--- config.mk ---
export PLATFORM = sky130hd
export DESIGN_NAME = bcomp_queue
export DESIGN_NICKNAME = d
export VERILOG_FILES = /design/src/rtl/bcomp_pkg.sv /design/src/rtl/bcomp_queue.sv
export SDC_FILE = /design/constraint.sdc
export NUM_CORES = 2
export LEC_CHECK = 0
export BUFFER_PORTS_ARGS = -buffer_cell sky130_fd_sc_hd__buf_2
export CAP_MARGIN = 20
export CELL_PAD_IN_SITES_DETAIL_PLACEMENT = 0
export CELL_PAD_IN_SITES_GLOBAL_PLACEMENT = 2
export CORE_ASPECT_RATIO = 1.5
export CORE_MARGIN = 1.5
export CORE_UTILIZATION = 30
export DETAILED_ROUTE_END_ITERATION = 7
export HOLD_SLACK_MARGIN = 0.05
export PLACE_DENSITY = 0.59
export SYNTH_ARGS = -nofsm -noshare
export SYNTH_HDL_FRONTEND = slang
export SYNTH_SLANG_ARGS = --single-unit
--- constraint.sdc ---
create_clock -name clk -period 32.8 [get_ports clk]
set_input_delay 4.92 -clock clk [delete_from_list [all_inputs] [get_ports clk]]
set_output_delay 4.92 -clock clk [all_outputs]
set_load 0.005 [all_outputs]
--- src/rtl/bcomp_pkg.sv ---
// bcomp_pkg: shared types and constants for the barometer compensation block
// holds payload structs, calibration struct, queue entry format and fixed widths
// no dependencies
package bcomp_pkg;

  // queue between front and back
  localparam int QDEPTH = 8;
  localparam int QAW    = $clog2(QDEPTH);
  localparam int QCW    = $clog2(QDEPTH + 1);

  // configuration port
  localparam int CFG_IDX_W  = 2;
  localparam int CFG_DATA_W = 48;

  typedef enum logic [CFG_IDX_W-1:0] {
    REG_TEMP_CAL   = 2'd0,
    REG_PRESS_LOW  = 2'd1,
    REG_PRESS_MID  = 2'd2,
    REG_PRESS_HIGH = 2'd3
  } cfg_reg_t;

  // datapath widths
  localparam int TQ_W  = 28;   // unsaturated temperature, 16 fraction bits
  localparam int C3_W  = 36;   // cubic coefficient
  localparam int C2_W  = 56;   // quadratic coefficient
  localparam int C1_W  = 88;   // linear coefficient
  localparam int C0_W  = 112;  // constant coefficient
  localparam int MA_W  = 96;   // multiplicand of the horner mac
  localparam int ACC_W = 128;  // horner accumulator

  // offsets and rounding constants
  localparam logic signed [16:0]      P_OFFSET   = 17'sd16384;
  localparam logic signed [62:0]      TEMP_HALF  = 63'sh0000_0000_8000_0000;
  localparam logic signed [ACC_W-1:0] PRESS_HALF = 128'sd1 <<< 78;
  localparam logic signed [23:0]      TEMP_MAX   = 24'sh7F_FFFF;
  localparam logic signed [23:0]      TEMP_MIN   = 24'sh80_0000;
  localparam logic [23:0]             PRESS_MAX  = 24'hFF_FFFF;

  typedef struct packed {
    logic [23:0] raw_temp;
    logic [23:0] raw_pressure;
  } in_item_t;

  typedef struct packed {
    logic signed [23:0] temperature;
    logic [23:0]        pressure;
    logic               out_of_range;
  } out_item_t;

  typedef struct packed {
    logic [39:0] temp_cal_word;
    logic [47:0] press_cal_low;
    logic [47:0] press_cal_mid;
    logic [31:0] press_cal_high;
  } cal_t;

  // one queue entry: temperature result plus the pressure polynomial in t
  typedef struct packed {
    logic signed [TQ_W-1:0] tq;
    logic signed [23:0]     tout;
    logic                   tflag;
    logic signed [C3_W-1:0] c3;
    logic signed [C2_W-1:0] c2;
    logic signed [C1_W-1:0] c1;
    logic signed [C0_W-1:0] c0;
  } q_entry_t;

endpackage

--- src/rtl/bcomp_queue.sv ---
// bcomp_queue: small register queue between front and back pipelines
// depends on bcomp_pkg
module bcomp_queue (
  input  logic                      clk,
  input  logic                      rst,
  input  logic                      push,
  input  bcomp_pkg::q_entry_t       wr_entry,
  input  logic                      pop,
  output bcomp_pkg::q_entry_t       head,
  output logic [bcomp_pkg::QCW-1:0] count
);
  import bcomp_pkg::*;

  q_entry_t       mem [QDEPTH];
  logic [QAW-1:0] wr_ptr, rd_ptr;

  assign head = mem[rd_ptr];

  // pointers and fill count
  always_ff @(posedge clk) begin
    if (rst) begin
      wr_ptr <= '0;
      rd_ptr <= '0;
      count  <= '0;
    end else begin
      if (push) begin
        wr_ptr <= (wr_ptr == QAW'(QDEPTH - 1)) ? '0 : wr_ptr + 1'b1;
      end
      if (pop) begin
        rd_ptr <= (rd_ptr == QAW'(QDEPTH - 1)) ? '0 : rd_ptr + 1'b1;
      end
      count <= count + QCW'(push) - QCW'(pop);
    end
  end

  // storage
  always_ff @(posedge clk) begin
    if (push) begin
      mem[wr_ptr] <= wr_entry;
    end
  end

endmodule

==> impl.org <==
** Clock tree
- Number of post-CTS setup repair buffers :: 0
- Worst-path clk slew :: 60 ps
- Counting every sink on the clock net gives 2773.
- In this run, post-CTS hold repair placed 0 buffers.
- Gates resized during post-CTS repair numbered 0.
- No sink is reached through more buffers than the 4 on the longest clock path.
- TritonCTS created 285 clock buffers.
- The H-tree was split into 5 levels.
- TritonCTS built the clock tree.
- The tree is rooted in a clkbuf_16.
- Worst skew pair latency :: 850 ps

** Placement
- The HPWL after detailed placement is 144000 um.
- In this run the tool buffered the top-level ports with 697 buffer cells.
- Prior to clock tree synthesis, the placed netlist has a worst setup slack of 21550 ps.
- At the end of routability-driven placement, the weighted congestion stood at 0.724.

** Timing
- Once routing completed, OpenROAD measured the worst setup slack at 21110 ps.
- Setup repair after global routing left no endpoint under its margin.
- Derived from the worst setup path, the maximum achievable clock frequency is 85.5 MHz.
- Count of final max-slew check failures :: 0
- Max_slew headroom :: 0.264
- Post-route clock skew :: 28.4 ps
- Slew at the pin with the worst max-slew slack :: 1100 ps
- Setup TNS after final layout :: 0 ps
- Dividing the final minimum period by the clock period gives 0.356.
- Setup violations remaining at the end of the flow were counted as 0.
- The routed design could run at a clock period as short as 11690 ps.
- The number of failing hold endpoints at the final stage came to 0.

** Final layout
- Counting the fill cells in the layout gives 31700.
- Ratio of cells with drive above 1 in the final layout :: 0.428
- From synthesis to final layout, the design area changed by 17.4%.
- Final #Nets :: 5295

** Floorplanning
- Area of the core :: 345000 um2
- Measured along the y axis, the die boundary spans 724 um.
- The initialized floorplan defines 264 standard-cell rows.
- In this run the count of I/O pins placed on the die edge is 698.
- Total Die Area :: 350000 um2
- Die span in x :: 483 um
- Initial Utilization :: 0.301

** Power and ir drop
- Of the total power, the share spent switching nets is 0.214.
- Part of the power in combinational logic :: 0.061
- Power spread over the standard cell area amounts to 62.3 nW/um2.
- Tot Pwr :: 7.59 mW
- Lkg Pwr :: 37.7 nW
- Clock network power share :: 0.413
- Switching Power :: 1.63 mW
- IR Drop Worst-Case VDD :: 50.8 uV
- Flop pwr share :: 0.526
- The internal power of the cells totals 5.96 mW.

** Logic synthesis
- XOR/XNOR share of the synthesized area :: 0.000169
- Async set-reset flop share out of synthesis :: 0
- Post-Synthesis Cell Area :: 104000 um2
- The commonest cells after synthesis are 2760 x edfxtp_1, 690 x mux4_2, 345 x mux2_2.
- Number of synthesized flops with an enable pin :: 2760
- Among all cell types in the netlist, the one instantiated most often is edfxtp_1.
- Post-synthesis sequential area ratio :: 0.801
- Dominant combinational cell family by area after synthesis :: multiplexers
- Of the total synthesized cell area, the portion taken by AND, OR, NAND and NOR gates is 0.00136.
- Synthesis inferred 2773 register bits.
- Synthesis handed over a netlist of 4055 instances.
- Among all flip-flop cells after synthesis, the most frequent one is edfxtp_1.
- Post-synthesis average cell area :: 25.6 um2
- The synthesized-area fraction occupied by ao, oa, aoi and oai cells was 0.000362.
- Top cell type's share of synthesized area :: 0.798
- Biggest area contributors in the synthesized netlist :: edfxtp_1 80%, mux4_2 15%, mux2_2 3.7%
- Adder-cell area share of the yosys netlist :: 0.00116
- Yosys Warn Count :: 0
- Synthesis instantiated 24 different standard cells from the library.
- Syn Nets :: 4413
- Dominant cell type by area after synthesis :: edfxtp_1
- The portion of synthesized area spent on multiplexers is 0.187.

** Worst setup path
- Number of cells on the worst reg-to-reg path :: 6
- Setup slack of the worst register-to-register path :: 27600 ps
- Maximum net fanout on the critical path :: 47
- End of the worst register-to-register path :: mem[6][157]
- Startpoint kind of the worst setup timing path :: register
- Worst Path Class, Setup :: register to primary output
- The worst setup path is captured at a primary output.
- Data arrives at the worst endpoint at 6770 ps.
- CP Data Required Time :: 27880 ps
- The worst register-to-register path begins at wr_ptr[0].

** Global route
- First-pass GRT wire length :: 358000 um
- After global routing the overflow that remains totals 0.
- Number of global-route vias before repair :: 48700
- Largest net degree at the start of global routing :: 135
- Number of antenna violations at the first check in global routing :: 121
- Global router's overall resource usage :: 0.140

** Min path
- The worst hold path passes through 2 cells.
- The worst hold path begins at rd_ptr[1].
- Hold Path Class :: register to register

** Detailed routing
- The first detailed-routing pass took 4 iterations.
- For this block, the via count after detailed routing is 45500.
- Routed Antenna Nets :: 0
- Aggregate routed wire length :: 250000 um
- Via-per-instance ratio :: 4.69
- After detailed routing, the number of remaining DRC violations is 0.
- Dividing the detail-routed wire length by the instance count gives 25.7 um.
- DR iter-0 viols :: 2959

** Flow run
- Number of max-cap violations :: 0

** Outcome
- Run status :: finished clean
through the flow:
step / hold slack, ps / instances / utilization / instance area [um2]
2_1_floorplan: 457 / 4055 / - / 104000
3_3_place_gp: 472 / 9172 / 0.328 / 113000
3_5_place_dp: 472 / 9172 / 0.328 / 113000
4_1_cts: 482 / 9666 / 0.353 / 122000
5_1_grt: 510 / 9679 / 0.354 / 122000
6_report: 483 / 9702 / 0.354 / 122000
sequential cells by signal, indices dropped and copies added (netlist names), named ones only:
| register | count |
|---|---|
| count | 4 |
| mem | 2760 |
| rd_ptr | 3 |
| wr_ptr | 3 |
routing by layer:
layer / wire [um] / GRT usage
met1: 96100 / 0.164
met2: 130000 / 0.248
met3: 15400 / 0.0370
met4: 7940 / 0.0450
met5: 374 / 0
placed cells by master (no fill, tap or decap), types with 2 or more instances in the layout:
cell / instances
a21oi_1: 5
buf_12: 9
buf_2: 697
buf_4: 82
bufinv_16: 20
clkbuf_1: 73
clkbuf_16: 288
clkinv_1: 51
clkinv_2: 24
clkinv_4: 5
clkinv_8: 8
clkinvlp_4: 11
dfxtp_1: 10
dfxtp_4: 3
diode_2: 36
edfxtp_1: 2760
ha_1: 8
inv_1: 6
inv_16: 4
inv_6: 8
mux2_2: 345
mux2i_1: 2
mux4_2: 690
nand2_1: 3
nand2b_1: 5
nand3_1: 2
nand3b_1: 2
nor2_1: 4
nor2_4: 6
nor2b_1: 3
nor3_2: 2
xnor2_1: 2
worst max path at each step:
stage	slack, ps	cells after the start	end
2_1_floorplan	3110	2	mem[0][0]
3_3_place_gp	21540	8	head[145]
3_5_place_dp	21550	8	head[44]
4_1_cts	20550	8	head[44]
5_1_grt	20240	8	head[145]
6_report	21110	8	head[140]
critical path, stage by stage (launching register included):
cell     delay, ps
dfxtp_4        820
buf_4          820
buf_4          740
buf_4          570
buf_4          840
buf_4          880
mux4_2         600
mux2_2         320
buf_2          140
kinds of logic (layout without fill, tap and decap cells):
kind of cell,count (synthesis),after routing
AOI/OAI and AO/OA,7,7
xor gates and xnor gates,2,2
adders and majority gates,9,9
buffers and inverters,199,1288
DFF,2773,2773
muxes,1037,1037
other,0,36
and+or+nand+nor,28,28
area by class of cell:
cell class | count | area (um2) | share of cell area
well taps | 4522 | 5660 | 0.0464
inverters | 6 | 22.5 | 0.000185
repair buffers | 788 | 4280 | 0.0352
clock buffers | 361 | 7480 | 0.0614
clock inverters | 133 | 1360 | 0.0112
diodes | 36 | 90.1 | 0.000739
multi-input cells | 1083 | 19800 | 0.163
flip-flops and latches | 2773 | 83200 | 0.682
power by group through the flow:
stage,logic (mW),clock network (mW),registers [mW]
floorplan,0.253,0,4.11
global placement,0.480,0,4.06
detailed placement,0.485,0,4.07
CTS,0.487,3.24,3.99
global route,0.506,3.36,3.99
finish,0.466,3.14,3.99
Power figures use the tool's default switching activity.
